--- config.mk ---
export PLATFORM = sky130hd
export DESIGN_NAME = ordered_completion_table_unit
export DESIGN_NICKNAME = d
export VERILOG_FILES = /design/src/rtl/core/octu_pkg.sv /design/src/rtl/core/ordered_completion_table_unit.sv /design/src/rtl/core/octu_dp.sv /design/src/rtl/core/octu_ctrl.sv
export SDC_FILE = /design/constraint.sdc
export NUM_CORES = 2
export LEC_CHECK = 0
export BUFFER_PORTS_ARGS = -buffer_cell sky130_fd_sc_hd__buf_2
export CAP_MARGIN = 20
export CORE_ASPECT_RATIO = 0.9
export CORE_UTILIZATION = 38
export DETAILED_ROUTE_END_ITERATION = 10
export GPL_TIMING_DRIVEN = 1
export SYNTH_ARGS = -nofsm -noshare
export SYNTH_HDL_FRONTEND = slang
export SYNTH_SLANG_ARGS = --single-unit
--- constraint.sdc ---
create_clock -name clk -period 17.3 [get_ports clk]
set_input_delay 1.73 -clock clk [delete_from_list [all_inputs] [get_ports clk]]
set_output_delay 1.73 -clock clk [all_outputs]
set_load 0.02 [all_outputs]
--- src/rtl/core/octu_pkg.sv ---
// Shared types and constants for the ordered completion table unit.
// Used by octu_ctrl, octu_dp and ordered_completion_table_unit; depends on nothing.
package octu_pkg;

	localparam int SLOTS  = 16;
	localparam int IDX_W  = 4;
	localparam int KEY_W  = 32;
	localparam int SEQ_W  = 64;
	localparam int KIND_W = 3;
	localparam int STAT_W = 2;
	localparam int SU_W   = 5;
	localparam int DATA_W = 32;
	localparam int ADDR_W = 3;

	// Operation kinds.
	localparam logic [KIND_W-1:0] KIND_RECORD = 3'd0;
	localparam logic [KIND_W-1:0] KIND_SELECT = 3'd1;
	localparam logic [KIND_W-1:0] KIND_WAKE   = 3'd2;
	localparam logic [KIND_W-1:0] KIND_WAIT   = 3'd3;
	localparam logic [KIND_W-1:0] KIND_FAULT  = 3'd4;

	// Result status codes.
	localparam logic [STAT_W-1:0] STAT_OK       = 2'd0;
	localparam logic [STAT_W-1:0] STAT_INVARG   = 2'd1;
	localparam logic [STAT_W-1:0] STAT_INVSTATE = 2'd2;
	localparam logic [STAT_W-1:0] STAT_FULL     = 2'd3;

	// Slot states.
	localparam logic [1:0] SLOT_FREE      = 2'd0;
	localparam logic [1:0] SLOT_PENDING   = 2'd1;
	localparam logic [1:0] SLOT_DELIVERED = 2'd2;

	// Register indexes (paddr bit 2).
	localparam logic REG_ENABLED = 1'b0;
	localparam logic REG_SLOTS   = 1'b1;

	// Commands from the controller to the datapath.
	typedef struct packed {
		logic load_item;
		logic scan_start;
		logic scan_step;
		logic commit;
		logic load_out;
	} ctl_cmd_t;

	// Status from the datapath to the controller.
	typedef struct packed {
		logic need_scan;
		logic at_end;
	} dp_stat_t;

endpackage

--- src/rtl/core/ordered_completion_table_unit.sv ---
// Top level of the ordered completion table: register port, controller and datapath.
// Depends on octu_pkg, octu_ctrl and octu_dp.
//
// The unit keeps sixteen completion slots, each holding a nonzero key, a sequence
// number and a state (free, pending or delivered). One operation item goes in per
// transfer and exactly one result comes out per item, in order: record fills the lowest
// free slot, select names the oldest pending slot, wake report delivers or frees that
// slot, wait done frees the first delivered slot with the key, and fault read returns
// and clears the sticky full fault. Items are processed one at a time by a controller
// that walks the key and sequence memories one slot per clock. An item is accepted
// only while the unit is idle. Operations that need no scan (rejected items and
// fault read) go straight to commit, a wake report scans only its named slot, and
// record, select and wait done scan the first slots_searched slots, where
// slots_searched is the slots_in_use register clamped to 1..16. A finished result sits
// in an output register, so the next item is taken while it waits to be transferred.
// Register 0 (enabled, byte address 0) binds the table; any write that changes its
// value empties all slots and clears the sequence counter and the fault. Register 1
// (slots_in_use, byte address 4) limits the search and takes effect at once.
// Configuration must only be written while no item is in flight.
module ordered_completion_table_unit (
	input  logic                          clk,
	input  logic                          arst_n,
	input  logic                          psel,
	input  logic                          penable,
	input  logic                          pwrite,
	input  logic [octu_pkg::ADDR_W-1:0]   paddr,
	input  logic [octu_pkg::DATA_W-1:0]   pwdata,
	output logic [octu_pkg::DATA_W-1:0]   prdata,
	output logic                          pready,
	input  logic                          item_valid,
	output logic                          item_stall,
	input  logic [octu_pkg::KIND_W-1:0]   kind,
	input  logic [octu_pkg::KEY_W-1:0]    key,
	input  logic [octu_pkg::IDX_W-1:0]    slot_index,
	input  logic                          woken,
	output logic                          result_valid,
	input  logic                          result_stall,
	output logic [octu_pkg::STAT_W-1:0]   status,
	output logic                          found,
	output logic [octu_pkg::IDX_W-1:0]    chosen_slot,
	output logic [octu_pkg::KEY_W-1:0]    chosen_key,
	output logic                          fault_seen,
	output logic                          any_pending
);
	import octu_pkg::*;

	logic            enabled_q;
	logic [SU_W-1:0] slots_in_use_q;
	logic            cfg_wr;
	logic            tbl_clear;
	ctl_cmd_t        cmd;
	dp_stat_t        stat;

	// The register port never waits. Bit 2 of the address picks the register.
	assign pready    = 1'b1;
	assign cfg_wr    = psel && penable && pwrite;
	assign tbl_clear = cfg_wr && paddr[2] == REG_ENABLED && pwdata[0] != enabled_q;

	always_ff @(posedge clk or negedge arst_n) begin
		if (!arst_n) begin
			enabled_q      <= 1'b0;
			slots_in_use_q <= SU_W'(SLOTS);
		end else if (cfg_wr) begin
			if (paddr[2] == REG_ENABLED) enabled_q <= pwdata[0];
			else slots_in_use_q <= pwdata[SU_W-1:0];
		end
	end

	always_comb begin
		if (paddr[2] == REG_SLOTS) prdata = {{(DATA_W-SU_W){1'b0}}, slots_in_use_q};
		else prdata = {{(DATA_W-1){1'b0}}, enabled_q};
	end

	octu_ctrl u_ctrl (
		.clk          (clk),
		.arst_n       (arst_n),
		.item_valid   (item_valid),
		.item_stall   (item_stall),
		.result_valid (result_valid),
		.result_stall (result_stall),
		.cmd          (cmd),
		.stat         (stat)
	);

	octu_dp u_dp (
		.clk          (clk),
		.arst_n       (arst_n),
		.cmd          (cmd),
		.stat         (stat),
		.enabled      (enabled_q),
		.slots_in_use (slots_in_use_q),
		.tbl_clear    (tbl_clear),
		.kind         (kind),
		.key          (key),
		.slot_index   (slot_index),
		.woken        (woken),
		.status       (status),
		.found        (found),
		.chosen_slot  (chosen_slot),
		.chosen_key   (chosen_key),
		.fault_seen   (fault_seen),
		.any_pending  (any_pending)
	);

endmodule

--- src/rtl/core/octu_dp.sv ---
// Datapath of the ordered completion table: item registers, slot memories,
// scan trackers, table state and the result register. Depends on octu_pkg.
module octu_dp (
	input  logic                         clk,
	input  logic                         arst_n,
	input  octu_pkg::ctl_cmd_t           cmd,
	output octu_pkg::dp_stat_t           stat,
	input  logic                         enabled,
	input  logic [octu_pkg::SU_W-1:0]    slots_in_use,
	input  logic                         tbl_clear,
	input  logic [octu_pkg::KIND_W-1:0]  kind,
	input  logic [octu_pkg::KEY_W-1:0]   key,
	input  logic [octu_pkg::IDX_W-1:0]   slot_index,
	input  logic                         woken,
	output logic [octu_pkg::STAT_W-1:0]  status,
	output logic                         found,
	output logic [octu_pkg::IDX_W-1:0]   chosen_slot,
	output logic [octu_pkg::KEY_W-1:0]   chosen_key,
	output logic                         fault_seen,
	output logic                         any_pending
);
	import octu_pkg::*;

	localparam logic [1:0] CLS_IMM   = 2'd0;
	localparam logic [1:0] CLS_SCAN  = 2'd1;
	localparam logic [1:0] CLS_FAULT = 2'd2;

	logic [KIND_W-1:0] kind_q;
	logic [KEY_W-1:0]  key_q;
	logic [IDX_W-1:0]  sidx_q;
	logic              woken_q;

	logic [KEY_W-1:0]  key_mem [SLOTS];
	logic [SEQ_W-1:0]  seq_mem [SLOTS];
	logic [1:0]        slot_st_q [SLOTS];
	logic [SEQ_W-1:0]  seq_ctr_q;
	logic              fault_q;

	logic [IDX_W-1:0]  n_last;
	logic [1:0]        cls;
	logic [STAT_W-1:0] imm_status;
	logic [IDX_W-1:0]  scan_first;
	logic [IDX_W-1:0]  scan_last;
	logic [IDX_W-1:0]  idx_q;

	logic [KEY_W-1:0]  key_rd_s1;
	logic [SEQ_W-1:0]  seq_rd_s1;
	logic [IDX_W-1:0]  idx_s1;
	logic              eval_s1;

	logic [1:0]        ev_st;
	logic              ev_keq;
	logic              ev_hit;

	logic              hit_q;
	logic [IDX_W-1:0]  hit_idx_q;
	logic              free_q;
	logic [IDX_W-1:0]  free_idx_q;
	logic              found_q;
	logic [IDX_W-1:0]  best_idx_q;
	logic [SEQ_W-1:0]  best_seq_q;
	logic [KEY_W-1:0]  best_key_q;

	logic [SEQ_W-1:0]  seq_next;
	logic              mem_we;
	logic              pend_c;

	logic [STAT_W-1:0] res_status;
	logic              res_found;
	logic [IDX_W-1:0]  res_slot;
	logic [KEY_W-1:0]  res_key;
	logic              res_fseen;
	logic [STAT_W-1:0] res_status_q;
	logic              res_found_q;
	logic [IDX_W-1:0]  res_slot_q;
	logic [KEY_W-1:0]  res_key_q;
	logic              res_fseen_q;

	always_ff @(posedge clk) begin
		if (cmd.load_item) begin
			kind_q  <= kind;
			key_q   <= key;
			sidx_q  <= slot_index;
			woken_q <= woken;
		end
	end

	// Last searched index: zero searches one slot, large values clamp to the table.
	always_comb begin
		if (slots_in_use == '0) begin
			n_last = '0;
		end else if (slots_in_use > SU_W'(SLOTS)) begin
			n_last = IDX_W'(SLOTS - 1);
		end else begin
			n_last = IDX_W'(slots_in_use - SU_W'(1));
		end
	end

	always_comb begin
		cls        = CLS_IMM;
		imm_status = STAT_OK;
		if (kind_q > KIND_FAULT) begin
			imm_status = STAT_INVARG;
		end else if (kind_q == KIND_RECORD && key_q == '0) begin
			imm_status = STAT_INVARG;
		end else if (!enabled) begin
			imm_status = STAT_INVSTATE;
		end else begin
			case (kind_q)
				KIND_RECORD, KIND_SELECT: cls = CLS_SCAN;
				KIND_WAKE: begin
					if (sidx_q > n_last) imm_status = STAT_INVARG;
					else cls = CLS_SCAN;
				end
				KIND_WAIT: begin
					if (key_q == '0) imm_status = STAT_INVSTATE;
					else cls = CLS_SCAN;
				end
				KIND_FAULT: cls = CLS_FAULT;
				default: cls = CLS_IMM;
			endcase
		end
	end

	// A wake report looks at its one named slot; the other scans cover the searched range.
	assign scan_first     = (kind_q == KIND_WAKE) ? sidx_q : '0;
	assign scan_last      = (kind_q == KIND_WAKE) ? sidx_q : n_last;
	assign stat.need_scan = (cls == CLS_SCAN);
	assign stat.at_end    = (idx_q == scan_last);

	always_ff @(posedge clk or negedge arst_n) begin
		if (!arst_n) begin
			idx_q <= '0;
		end else if (cmd.scan_start) begin
			idx_q <= scan_first;
		end else if (cmd.scan_step) begin
			idx_q <= idx_q + IDX_W'(1);
		end
	end

	always_ff @(posedge clk) begin
		if (cmd.scan_step) begin
			key_rd_s1 <= key_mem[idx_q];
			seq_rd_s1 <= seq_mem[idx_q];
			idx_s1    <= idx_q;
		end
	end

	always_ff @(posedge clk or negedge arst_n) begin
		if (!arst_n) begin
			eval_s1 <= 1'b0;
		end else begin
			eval_s1 <= cmd.scan_step;
		end
	end

	assign seq_next = seq_ctr_q + SEQ_W'(1);
	assign mem_we   = cmd.commit && cls == CLS_SCAN && kind_q == KIND_RECORD && !hit_q && free_q;

	always_ff @(posedge clk) begin
		if (mem_we) begin
			key_mem[free_idx_q] <= key_q;
			seq_mem[free_idx_q] <= seq_next;
		end
	end

	assign ev_st  = slot_st_q[idx_s1];
	assign ev_keq = (key_rd_s1 == key_q);

	always_comb begin
		case (kind_q)
			KIND_RECORD: ev_hit = (ev_st != SLOT_FREE) && ev_keq;
			KIND_WAKE:   ev_hit = (ev_st == SLOT_PENDING) && ev_keq;
			KIND_WAIT:   ev_hit = (ev_st == SLOT_DELIVERED) && ev_keq;
			default:     ev_hit = 1'b0;
		endcase
	end

	// Trackers keep the first match, the first free slot and the oldest pending slot.
	always_ff @(posedge clk or negedge arst_n) begin
		if (!arst_n) begin
			hit_q      <= 1'b0;
			hit_idx_q  <= '0;
			free_q     <= 1'b0;
			free_idx_q <= '0;
			found_q    <= 1'b0;
			best_idx_q <= '0;
			best_seq_q <= '0;
			best_key_q <= '0;
		end else if (cmd.scan_start) begin
			hit_q   <= 1'b0;
			free_q  <= 1'b0;
			found_q <= 1'b0;
		end else if (eval_s1) begin
			if (ev_hit && !hit_q) begin
				hit_q     <= 1'b1;
				hit_idx_q <= idx_s1;
			end
			if (ev_st == SLOT_FREE && !free_q) begin
				free_q     <= 1'b1;
				free_idx_q <= idx_s1;
			end
			if (ev_st == SLOT_PENDING && (!found_q || seq_rd_s1 < best_seq_q)) begin
				found_q    <= 1'b1;
				best_idx_q <= idx_s1;
				best_seq_q <= seq_rd_s1;
				best_key_q <= key_rd_s1;
			end
		end
	end

	always_ff @(posedge clk or negedge arst_n) begin
		if (!arst_n) begin
			for (int i = 0; i < SLOTS; i++) slot_st_q[i] <= SLOT_FREE;
			seq_ctr_q <= '0;
			fault_q   <= 1'b0;
		end else if (tbl_clear) begin
			for (int i = 0; i < SLOTS; i++) slot_st_q[i] <= SLOT_FREE;
			seq_ctr_q <= '0;
			fault_q   <= 1'b0;
		end else if (cmd.commit) begin
			if (cls == CLS_SCAN) begin
				case (kind_q)
					KIND_RECORD: begin
						if (!hit_q) begin
							if (free_q) begin
								seq_ctr_q              <= seq_next;
								slot_st_q[free_idx_q]  <= SLOT_PENDING;
							end else begin
								fault_q <= 1'b1;
							end
						end
					end
					KIND_WAKE: begin
						if (hit_q) slot_st_q[sidx_q] <= woken_q ? SLOT_DELIVERED : SLOT_FREE;
					end
					KIND_WAIT: begin
						if (hit_q) slot_st_q[hit_idx_q] <= SLOT_FREE;
					end
					default: ;
				endcase
			end else if (cls == CLS_FAULT) begin
				fault_q <= 1'b0;
			end
		end
	end

	always_comb begin
		res_status = imm_status;
		if (cls == CLS_SCAN) begin
			res_status = (kind_q == KIND_RECORD && !hit_q && !free_q) ? STAT_FULL : STAT_OK;
		end else if (cls == CLS_FAULT) begin
			res_status = fault_q ? STAT_FULL : STAT_OK;
		end
		res_found = (cls == CLS_SCAN) && (kind_q == KIND_SELECT) && found_q;
		res_slot  = res_found ? best_idx_q : '0;
		res_key   = res_found ? best_key_q : '0;
		res_fseen = (cls == CLS_FAULT) && fault_q;
	end

	always_ff @(posedge clk) begin
		if (cmd.commit) begin
			res_status_q <= res_status;
			res_found_q  <= res_found;
			res_slot_q   <= res_slot;
			res_key_q    <= res_key;
			res_fseen_q  <= res_fseen;
		end
	end

	always_comb begin
		pend_c = fault_q;
		for (int i = 0; i < SLOTS; i++) begin
			if (enabled && slot_st_q[i] == SLOT_PENDING && IDX_W'(i) <= n_last) pend_c = 1'b1;
		end
	end

	always_ff @(posedge clk) begin
		if (cmd.load_out) begin
			status      <= res_status_q;
			found       <= res_found_q;
			chosen_slot <= res_slot_q;
			chosen_key  <= res_key_q;
			fault_seen  <= res_fseen_q;
			any_pending <= pend_c;
		end
	end

	a_commit_drained: assert property (@(posedge clk) disable iff (!arst_n)
		cmd.commit |-> !eval_s1)
		else $error("commit while a scan read is still being evaluated");

	a_fault_pending: assert property (@(posedge clk) disable iff (!arst_n)
		(cmd.load_out && fault_q) |=> any_pending)
		else $error("result with full fault set does not report pending");

	a_full_sets_fault: assert property (@(posedge clk) disable iff (!arst_n)
		(cmd.commit && res_status == STAT_FULL && cls == CLS_SCAN) |=> fault_q)
		else $error("full record did not set the fault");

endmodule

--- src/rtl/core/octu_ctrl.sv ---
// Controller state machine of the ordered completion table: sequences the
// item handshake, the slot scan, the commit and the result register. Depends on octu_pkg.
module octu_ctrl (
	input  logic               clk,
	input  logic               arst_n,
	input  logic               item_valid,
	output logic               item_stall,
	output logic               result_valid,
	input  logic               result_stall,
	output octu_pkg::ctl_cmd_t cmd,
	input  octu_pkg::dp_stat_t stat
);
	import octu_pkg::*;

	localparam logic [2:0] S_IDLE   = 3'd0;
	localparam logic [2:0] S_CHECK  = 3'd1;
	localparam logic [2:0] S_SCAN   = 3'd2;
	localparam logic [2:0] S_LAST   = 3'd3;
	localparam logic [2:0] S_COMMIT = 3'd4;
	localparam logic [2:0] S_RESULT = 3'd5;

	logic [2:0] state_q;
	logic [2:0] state_d;
	logic       result_valid_q;

	assign item_stall   = (state_q != S_IDLE);
	assign result_valid = result_valid_q;

	always_comb begin
		cmd     = '0;
		state_d = state_q;
		case (state_q)
			S_IDLE: begin
				if (item_valid) begin
					cmd.load_item = 1'b1;
					state_d       = S_CHECK;
				end
			end
			S_CHECK: begin
				if (stat.need_scan) begin
					cmd.scan_start = 1'b1;
					state_d        = S_SCAN;
				end else begin
					state_d = S_COMMIT;
				end
			end
			S_SCAN: begin
				cmd.scan_step = 1'b1;
				if (stat.at_end) state_d = S_LAST;
			end
			S_LAST: state_d = S_COMMIT;
			S_COMMIT: begin
				cmd.commit = 1'b1;
				state_d    = S_RESULT;
			end
			S_RESULT: begin
				if (!result_valid_q || !result_stall) begin
					cmd.load_out = 1'b1;
					state_d      = S_IDLE;
				end
			end
			default: state_d = S_IDLE;
		endcase
	end

	always_ff @(posedge clk or negedge arst_n) begin
		if (!arst_n) begin
			state_q        <= S_IDLE;
			result_valid_q <= 1'b0;
		end else begin
			state_q <= state_d;
			if (cmd.load_out) result_valid_q <= 1'b1;
			else if (!result_stall) result_valid_q <= 1'b0;
		end
	end

	a_accept_check: assert property (@(posedge clk) disable iff (!arst_n)
		(item_valid && !item_stall) |=> state_q == S_CHECK)
		else $error("accepted item did not enter the check state");

	a_rise_from_result: assert property (@(posedge clk) disable iff (!arst_n)
		$rose(result_valid) |-> $past(state_q) == S_RESULT)
		else $error("result appeared outside the result state");

	a_hold_blocked: assert property (@(posedge clk) disable iff (!arst_n)
		(state_q == S_RESULT && result_valid && result_stall) |=> state_q == S_RESULT)
		else $error("new result dropped while the previous one was stalled");

endmodule
## After elaboration in Yosys (flattened, before gate mapping)

Memories as Yosys holds them, arrays and structs flattened. A register that Yosys moved wholly into a read port is not among the register bits.
Cells that the tools add are included.

| word-level totals | value |
|---|---|
| bits in registers | 348 |
| memory bits (writable) | 1536 |
| input bits | 82 |
| output and inout bits | 76 |
| logic and storage cells | 311 |
| memories | 2 |

| operators by class | value |
|---|---|
| $add $sub $neg | 3 |
| order comparisons | 27 |
| equal/unequal tests | 44 |
| muxes and demuxes | 82 |
| bitwise gates (word level) | 11 |
| reductions and logical operators | 94 |

Memory list:

| name | depth | bits a word | rd ports | clocked after Yosys merged registers in | wr ports | line | source |
|---|---|---|---|---|---|---|---|
| u_dp.seq_mem | 16 | 64 | 1 | 1 | 1 | octu_dp.sv:34 | `logic [SEQ_W-1:0] seq_mem [SLOTS];` |
| u_dp.key_mem | 16 | 32 | 1 | 1 | 1 | octu_dp.sv:33 | `logic [KEY_W-1:0] key_mem [SLOTS];` |

Operators with widths:

| operator | count |
|---|---|
| two-way mux 64 bit | 6 |
| two-way mux 32 bit | 7 |
| case mux 32 bit (3 select lines) | 1 |
| adder 64 x 1 -> 64 bit (second input constant) | 1 |
| < comparator 64 bit | 1 |
| logical AND 1 bit | 55 |
| == test 2 x 1 -> 1 bit (second input constant) | 18 |
| two-way mux 2 bit | 17 |
| bitwise AND 32 bit | 1 |
| bitwise mux 32 bit | 1 |
| == test 32 bit | 1 |
| <= comparator 4 bit (first input constant) | 8 |
| zero test 32 bit | 1 |
| NOT 32 bit | 1 |
| two-way mux 1 bit | 31 |
| demux 2 bit (select 4 bit) | 3 |
| two-way mux 4 bit | 6 |
| greater-or-equal comparator 5 bit (second input constant) | 4 |
| NOT 4 -> 5 bit | 4 |
| nonzero test 2 bit | 10 |
| case mux 3 bit (6 select lines) | 1 |
| bitwise AND 16 bit | 1 |
| <= comparator 3 x 4 -> 1 bit (first input constant) | 4 |
| NOT 16 bit | 1 |
| other kinds (39) | 77 |

## Logic depth before layout (Yosys ltp)

| depth | value |
|---|---|
| depth after elaboration | 16 |
| depth in mapped cells | 18 |
| depth with buffers taken out | 14 |

## Modules after synthesis

A second synthesis with hierarchy kept.

| unflattened totals | value |
|---|---|
| cells, all modules | 5121 |
| area, all modules | 82445.3 um^2 |

By module, submodules not included:

| module | instances | cells an instance | area each (um^2) | seq. area each (um^2) |
|---|---|---|---|---|
| octu_dp | 1 | 5042 | 81679.6 | 58090.7 |
| ordered_completion_table_unit | 1 | 51 | 506.7 | 151.4 |
| octu_ctrl | 1 | 28 | 259.0 | 100.1 |

## Worst setup path after synthesis

Ideal clock, no wire load.

| timing path | value |
|---|---|
| path kind | register -> register |
| start | reg slots_in_use_q[0] |
| end | mem u_dp.key_mem[3][0] (enable) |
| setup time | 668 ps |
| arrival time | 9713 ps |
| data required time | 16632 ps |
| slack | 6919 ps |
| stages on the path, launching flop included | 15 |
| path buffers | 1 |
| period minus slack after synthesis | 10381 ps |
| path through | dfrtp_1 clkbuf_1 inv_1 ha_1 nand2b_1 o21ai_0 a21oi_1 inv_1 ha_1 nor2b_1 o211ai_1 a21oi_1 nor4b_2 nand3_1 nor3_1 |

| between the ends | value |
|---|---|
| word-level cells in the longest chain between the ends | 16 |
| elaborated cells on any way between the ends | 18 |
| those cells by class | add/sub: 1; order compare: 2; eq/ne: 1; mux: 9; reduce/logical: 5 |

Ends and longest elaborated chain:

| element | line | source |
|---|---|---|
| start, declared | ordered_completion_table_unit.sv:48 | `logic [SU_W-1:0] slots_in_use_q;` |
| start signal, assigned | ordered_completion_table_unit.sv:62 | `slots_in_use_q <= SU_W'(SLOTS);` |
| start signal, assigned | ordered_completion_table_unit.sv:65 | `else slots_in_use_q <= pwdata[SU_W-1:0];` |
| subtractor 4 x 1 -> 4 bit or greater-than comparator 5 bit (tied branches) | octu_dp.sv:95, octu_dp.sv:92 |  |
| two-way mux 4 bit | octu_dp.sv:92 | `end else if (slots_in_use > SU_W'(SLOTS)) begin` |
| two-way mux 4 bit * | octu_dp.sv:90 | `if (slots_in_use == '0) begin` |
| greater-than comparator 4 bit * | octu_dp.sv:112 | `if (sidx_q > n_last) imm_status = STAT_INVARG;` |
| two-way mux 1 bit * | octu_dp.sv:112 |  |
| case mux 2 bit (4 select lines) * | octu_dp.sv:109 | `case (kind_q)` |
| two-way mux 2 bit * | octu_dp.sv:106 | `end else if (!enabled) begin` |
| two-way mux 2 bit * | octu_dp.sv:104 | `end else if (kind_q == KIND_RECORD && key_q == '0) begin` |
| two-way mux 2 bit * | octu_dp.sv:102 | `if (kind_q > KIND_FAULT) begin` |
| == test 2 x 1 -> 1 bit * | octu_dp.sv:158 | `assign mem_we = cmd.commit && cls == CLS_SCAN && kind_q == KIND_RECORD && !hit_q && free_q;` |
| logical AND 1 bit * (4 in series) | octu_dp.sv:158 |  |
| two-way mux 1 bit * | octu_dp.sv:161 | `if (mem_we) begin` |
| two-way mux 1 bit (not written as such) * | octu_dp.sv:162 | `key_mem[free_idx_q] <= key_q;` |
| end, declared | octu_dp.sv:33 |  |

Mark *: on every way between the ends. The rest lies on a longest branch, timed or not.

## Final worst setup path

| timing path | value |
|---|---|
| start | reg slots_in_use_q[0] |
| end | mem u_dp.seq_mem[7][59] (enable) |

| between the ends | value |
|---|---|
| word-level cells in the longest chain between the ends | 16 |
| elaborated cells on any way between the ends | 18 |
| those cells by class | add/sub: 1; order compare: 2; eq/ne: 1; mux: 9; reduce/logical: 5 |

Ends and longest elaborated chain:

| element | line | source |
|---|---|---|
| subtractor 4 x 1 -> 4 bit or greater-than comparator 5 bit (tied branches) | octu_dp.sv:95, octu_dp.sv:92 |  |
| two-way mux 4 bit | octu_dp.sv:92 |  |
| two-way mux 4 bit * | octu_dp.sv:90 |  |
| greater-than comparator 4 bit * | octu_dp.sv:112 |  |
| two-way mux 1 bit * | octu_dp.sv:112 |  |
| case mux 2 bit (4 select lines) * | octu_dp.sv:109 |  |
| two-way mux 2 bit * | octu_dp.sv:106 |  |
| two-way mux 2 bit * | octu_dp.sv:104 |  |
| two-way mux 2 bit * | octu_dp.sv:102 |  |
| == test 2 x 1 -> 1 bit * | octu_dp.sv:158 |  |
| logical AND 1 bit * (4 in series) | octu_dp.sv:158 |  |
| two-way mux 1 bit * | octu_dp.sv:161 |  |
| two-way mux 1 bit (not written as such) * | octu_dp.sv:163 | `seq_mem[free_idx_q] <= seq_next;` |
| end, declared | octu_dp.sv:34 |  |

Marked as above.

==> metrics.log <==
[metrics] status: complete, but fails checks
[metrics] violations in the final reports: design-rule violations
[metrics] number of hold-slack violations in the final timing report: 0
[metrics] share of flip-flops with an asynchronous set or reset after synthesis: a little under an eighth
[metrics] leading register cell type out of synthesis: sky130_fd_sc_hd__edfxtp_1
[metrics] depth of the most critical reg-to-reg path: 15
[metrics] number of sinks driven by the clock tree: 1980
[metrics] total routed wirelength: approximately 210000 um
[metrics] met2 track utilization from global routing: 29.70%
[metrics] number of port buffers: 100
[metrics] starting density of the core: a little under two fifths
[metrics] aggregate global routing overflow: 0
[metrics] via count of the first global-routing pass: approximately 46000
[metrics] routing usage on met1: 27.16%
[metrics] overall die width: 492.0 um
[metrics] detailed placement HPWL: approximately 110000 um
[metrics] Avg Synthesized Cell Area: 15.98 um^2
[metrics] detailed-router iteration count before antenna repair: 9
[metrics] Clock Latency Late Sink: approximately 0.84 ns
[metrics] CTS tree: done
[metrics] number of instances in the synthesized netlist: roughly 5100
[metrics] slew at the pin with the worst max-slew slack: 1.199 ns
[metrics] period utilisation layout: about two fifths
[metrics] HP Class: flip-flop to flip-flop
[metrics] final-report max-slew violation count: 0
[metrics] top-level I/O count: approximately 160
[metrics] average detailed-routed wire length per instance: between 20 and 30 um
[metrics] kind of capture point of the worst setup path: flip-flop
[metrics] final setup violation count: 0
[metrics] portion of the post-synthesis area used by sequential elements: between 70 and 80%
[metrics] layer with the highest usage: met2
[metrics] post-CTS setup repair buffer count: 0
[metrics] required time at the endpoint of the critical path: 17.72 ns
[metrics] Tmin final: about 6.8 ns
[metrics] area of the mapped netlist: ~82000 um^2
[metrics] crit start category: flip-flop
[metrics] #FFs+latches synth: a little under 2000
[metrics] worst setup path end: u_dp.seq_mem[7][59]$_DFFE_PP_
[metrics] RSZ-0062 raised after global routing: false
[metrics] starting DRC count in detailed routing: approximately 4600
[metrics] H-tree Lvls: 4
[metrics] Final Non-Filler Cells: roughly 8300
[metrics] worst r2r src: slots_in_use_q[0]$_DFFE_PN0P_
[metrics] area growth from synthesis to layout: 12.82%
[metrics] number of antenna-violating nets in the routed design: 0
[metrics] layout cells sized above 1: 16.30%
[metrics] startpoint of the worst setup timing path: slots_in_use_q[0]$_DFFE_PN0P_
[metrics] core utilization of the finished layout: 43.22%
[metrics] slack of the worst reg-to-reg path: 10.51 ns
[metrics] post-placement cell count: approximately 7900
[metrics] max_slew headroom: between 20% and 30%
[metrics] maximum vdd drop: roughly 0.00013 V
[metrics] first-pass GRT wire length: 308800 um
[metrics] number of gates given a new drive strength after cts: 0
[metrics] # hold bufs at CTS: 0
[metrics] Reg clk slew, reported paths: roughly 0.07 ns
[metrics] number of synthesized flops with an enable pin: roughly 1800
[metrics] Syn. warnings: 0
[metrics] DIE AREA: approximately 220000 um^2
[metrics] initial antenna violation count: 6
[metrics] Bufs on Longest Clock Path: 3
[metrics] power density over cell area: approximately 150 nW/um^2
[metrics] final net count: ~5400
[metrics] Overall Power: ~14 mW
[metrics] Clock Root Buffer: sky130_fd_sc_hd__clkbuf_16
[metrics] pin count of the biggest net entering global routing: 130
[metrics] met3 demand-to-capacity share in global routing: about 3.7%
[metrics] Max Cap Violations: 0
[metrics] maximum fanout count along the critical path: 39
[metrics] data arrival time of the critical path: approximately 7 ns
[metrics] sum of negative setup slack: 0 ns
[metrics] cts bufs inserted: approximately 190
[metrics] remaining design rule violation count: 52
[metrics] worst slack on hold paths: 0.4054 ns
[metrics] GRT Util Overall: approximately a fifth
[metrics] placer congestion estimate: about 0.83
[metrics] end of the worst register-to-register path: u_dp.seq_mem[7][59]$_DFFE_PP_
[metrics] site row count: roughly 160
[metrics] unique cell type count in the Yosys netlist: roughly 80
[metrics] LEAKAGE: 29.88 nW
[metrics] area of the core: roughly 210000 um^2
[metrics] number of vias after detailed routing: ~47000
[metrics] Highest Clock Rate: about 150 MHz
[metrics] per-cell via count in the routed design: around 5.7
[metrics] critical path type: flip-flop to flip-flop
[metrics] overall die height: 443.0 um
[metrics] worst clock skew: 0.06466 ns
-- through the flow --
step	cell area (um^2)	setup slack (ns)
floorplan	82210	6.919
global placement	85800	9.999
detailed placement	85860	9.954
CTS	92370	9.859
global route	92620	10.16
finish	92630	10.51
-- cell families after synthesis --
group	after synthesis	share of synthesized area, %
DFF	1980	71.06
AOI/OAI and AO/OA	1034	8.076
and+or+nand+nor	854	5.294
muxes	606	10.64
buffers and inverters	446	2.293
xor gates and xnor gates	144	1.536
adders and majority gates	72	1.091
other	2	0.009147
-- worst min-delay path by stage --
| stage | start | to | slack, ns | cells past startpoint |
|---|---|---|---|---|
| 6_report | u_dp.res_key_q[16]$_SDFFCE_PN0N_ | u_dp.chosen_key[16]$_DFFE_PP_ | 0.41 | 0 |
| 5_1_grt | u_dp.res_key_q[16]$_SDFFCE_PN0N_ | u_dp.chosen_key[16]$_DFFE_PP_ | 0.42 | 0 |
| 4_1_cts | u_dp.res_key_q[16]$_SDFFCE_PN0N_ | u_dp.chosen_key[16]$_DFFE_PP_ | 0.40 | 0 |
| 3_5_place_dp | u_dp.res_key_q[14]$_SDFFCE_PN0N_ | u_dp.chosen_key[14]$_DFFE_PP_ | 0.40 | 0 |
| 3_3_place_gp | u_dp.res_key_q[25]$_SDFFCE_PN0N_ | u_dp.chosen_key[25]$_DFFE_PP_ | 0.40 | 0 |
| 2_1_floorplan | u_dp.res_key_q[0]$_SDFFCE_PN0N_ | u_dp.chosen_key[0]$_DFFE_PP_ | 0.40 | 0 |
-- flip-flops by register name, summed over array words and instances, names as in the netlist, 2 cells and up --
name and count:
u_dp.best_seq_q 64, u_dp.res_slot_q 4, u_dp.status 2, u_dp.seq_rd_s1 64, u_dp.res_status_q 2, u_dp.idx_q 4
u_dp.chosen_slot 4, u_dp.key_rd_s1 32, u_dp.chosen_key 32, u_dp.best_idx_q 4, u_dp.res_key_q 32, slots_in_use_q 5
u_dp.hit_idx_q 4, u_dp.kind_q 3, u_dp.key_q 32, u_dp.seq_mem 1024, u_dp.sidx_q 4, u_dp.idx_s1 4
u_dp.key_mem 512, u_dp.free_idx_q 4, u_dp.slot_st_q 32, u_dp.seq_ctr_q 64, u_dp.best_key_q 32, u_ctrl.state_q 3
-- Yosys cell counts (3+ instances only) --
| cell | n | area [um^2] |
|---|---|---|
| sky130_fd_sc_hd__or3_1 | 25 | 156.4 |
| sky130_fd_sc_hd__xnor2_1 | 90 | 788.3 |
| sky130_fd_sc_hd__a211oi_1 | 12 | 90.09 |
| sky130_fd_sc_hd__nand3b_1 | 4 | 30.03 |
| sky130_fd_sc_hd__nor2_1 | 135 | 506.7 |
| sky130_fd_sc_hd__buf_2 | 38 | 190.2 |
| sky130_fd_sc_hd__edfxtp_1 | 1757 | 52760 |
| sky130_fd_sc_hd__nor4_2 | 3 | 37.54 |
| sky130_fd_sc_hd__mux2i_1 | 293 | 2933 |
| sky130_fd_sc_hd__a41oi_1 | 3 | 26.28 |
| sky130_fd_sc_hd__a21oi_1 | 309 | 1546 |
| sky130_fd_sc_hd__ha_1 | 70 | 875.8 |
| sky130_fd_sc_hd__and2_1 | 51 | 319.1 |
| sky130_fd_sc_hd__mux2_1 | 4 | 45.04 |
| sky130_fd_sc_hd__o211ai_1 | 104 | 780.8 |
| sky130_fd_sc_hd__mux2_2 | 104 | 1171 |
| sky130_fd_sc_hd__o31ai_1 | 9 | 67.56 |
| sky130_fd_sc_hd__buf_4 | 39 | 292.8 |
| sky130_fd_sc_hd__nand3_1 | 55 | 275.3 |
| sky130_fd_sc_hd__o21ai_1 | 6 | 30.03 |
| sky130_fd_sc_hd__o311ai_0 | 100 | 875.8 |
| sky130_fd_sc_hd__and4_1 | 6 | 52.55 |
| sky130_fd_sc_hd__or2_2 | 4 | 25.02 |
| sky130_fd_sc_hd__nand4_1 | 32 | 200.2 |
| sky130_fd_sc_hd__nor3b_1 | 104 | 780.8 |
| sky130_fd_sc_hd__a22oi_1 | 97 | 728.2 |
| sky130_fd_sc_hd__inv_1 | 88 | 330.3 |
| sky130_fd_sc_hd__nor2b_1 | 19 | 118.9 |
| sky130_fd_sc_hd__mux2_4 | 4 | 60.06 |
| sky130_fd_sc_hd__xor2_1 | 54 | 473.0 |
| sky130_fd_sc_hd__o21ai_0 | 248 | 1241 |
| sky130_fd_sc_hd__nor4_1 | 19 | 118.9 |
| sky130_fd_sc_hd__nand2_1 | 304 | 1141 |
| sky130_fd_sc_hd__a221oi_1 | 100 | 875.8 |
| sky130_fd_sc_hd__mux4_2 | 200 | 4504 |
| sky130_fd_sc_hd__nand2b_1 | 14 | 87.58 |
| sky130_fd_sc_hd__and3_1 | 15 | 93.84 |
| sky130_fd_sc_hd__clkbuf_1 | 222 | 833.3 |
| sky130_fd_sc_hd__buf_1 | 55 | 206.5 |
| sky130_fd_sc_hd__nor3_1 | 50 | 250.2 |
| sky130_fd_sc_hd__a31oi_1 | 23 | 143.9 |
| sky130_fd_sc_hd__dfrtp_1 | 222 | 5555 |
-- worst max-delay path, stage by stage (launching register included) --
cell and delay (ns):
sky130_fd_sc_hd__dfrtp_1 0.52, sky130_fd_sc_hd__inv_1 0.13, sky130_fd_sc_hd__ha_1 0.28, sky130_fd_sc_hd__nand2b_1 0.23, sky130_fd_sc_hd__o21ai_0 0.22, sky130_fd_sc_hd__a21oi_1 0.49, sky130_fd_sc_hd__inv_1 0.11, sky130_fd_sc_hd__ha_1 0.32
sky130_fd_sc_hd__nor2b_1 0.13, sky130_fd_sc_hd__o211ai_1 0.19, sky130_fd_sc_hd__a21oi_1 0.25, sky130_fd_sc_hd__nor4b_2 0.54, sky130_fd_sc_hd__nand3_1 0.39, sky130_fd_sc_hd__nor2_4 0.91, sky130_fd_sc_hd__buf_4 0.84, sky130_fd_sc_hd__buf_4 0.76
-- routing by layer --
| layer | vias up | part of all wire (%) |
|---|---|---|
| li1 | 20430 | - |
| met1 | 24290 | 45 |
| met2 | 1664 | 47 |
| met3 | 286 | 6.9 |
| met4 | 4 | 1.9 |
| met5 | - | 0.015 |
-- cells in the final DEF, fill, tap and decap left out, drive strengths merged, types with 23 or more instances in the layout --
cell type	instances
nor2	135
a22oi	97
clkinv	70
mux2i	293
nor3	51
o21ai	254
a21oi	309
nand3	56
buf	230
mux2	112
xnor2	90
mux4	201
nor4	23
o211ai	104
a31oi	23
or3	25
nand2	304
clkbuf	258
edfxtp	1757
xor2	54
inv	95
a221oi	100
and2	53
conb	28
nand4	32
o311ai	103
dfrtp	222
nor3b	104
ha	70
-- cell type report --
| cell class | count | area, um^2 |
|---|---|---|
| Sequential cell | 1980 | 58360 |
| Timing Repair Buffer | 231 | 1645 |
| Fill cell | 18750 | 121700 |
| Antenna cell | 4 | 10.01 |
| Tap cell | 2852 | 3568 |
| Clock buffer | 257 | 5263 |
| Clock inverter | 103 | 1247 |
| Multi-Input combinational cell | 2738 | 22200 |
| Inverter | 90 | 337.8 |
-- power breakdown --
group	internal, mW	total [mW]	switching (mW)
logic	1.15	3.22	2.07
registers	5.85	6.26	0.416
clock network	2.48	4.32	1.84
total	9.47	13.8	4.33
Power figures use the tool's default switching activity.
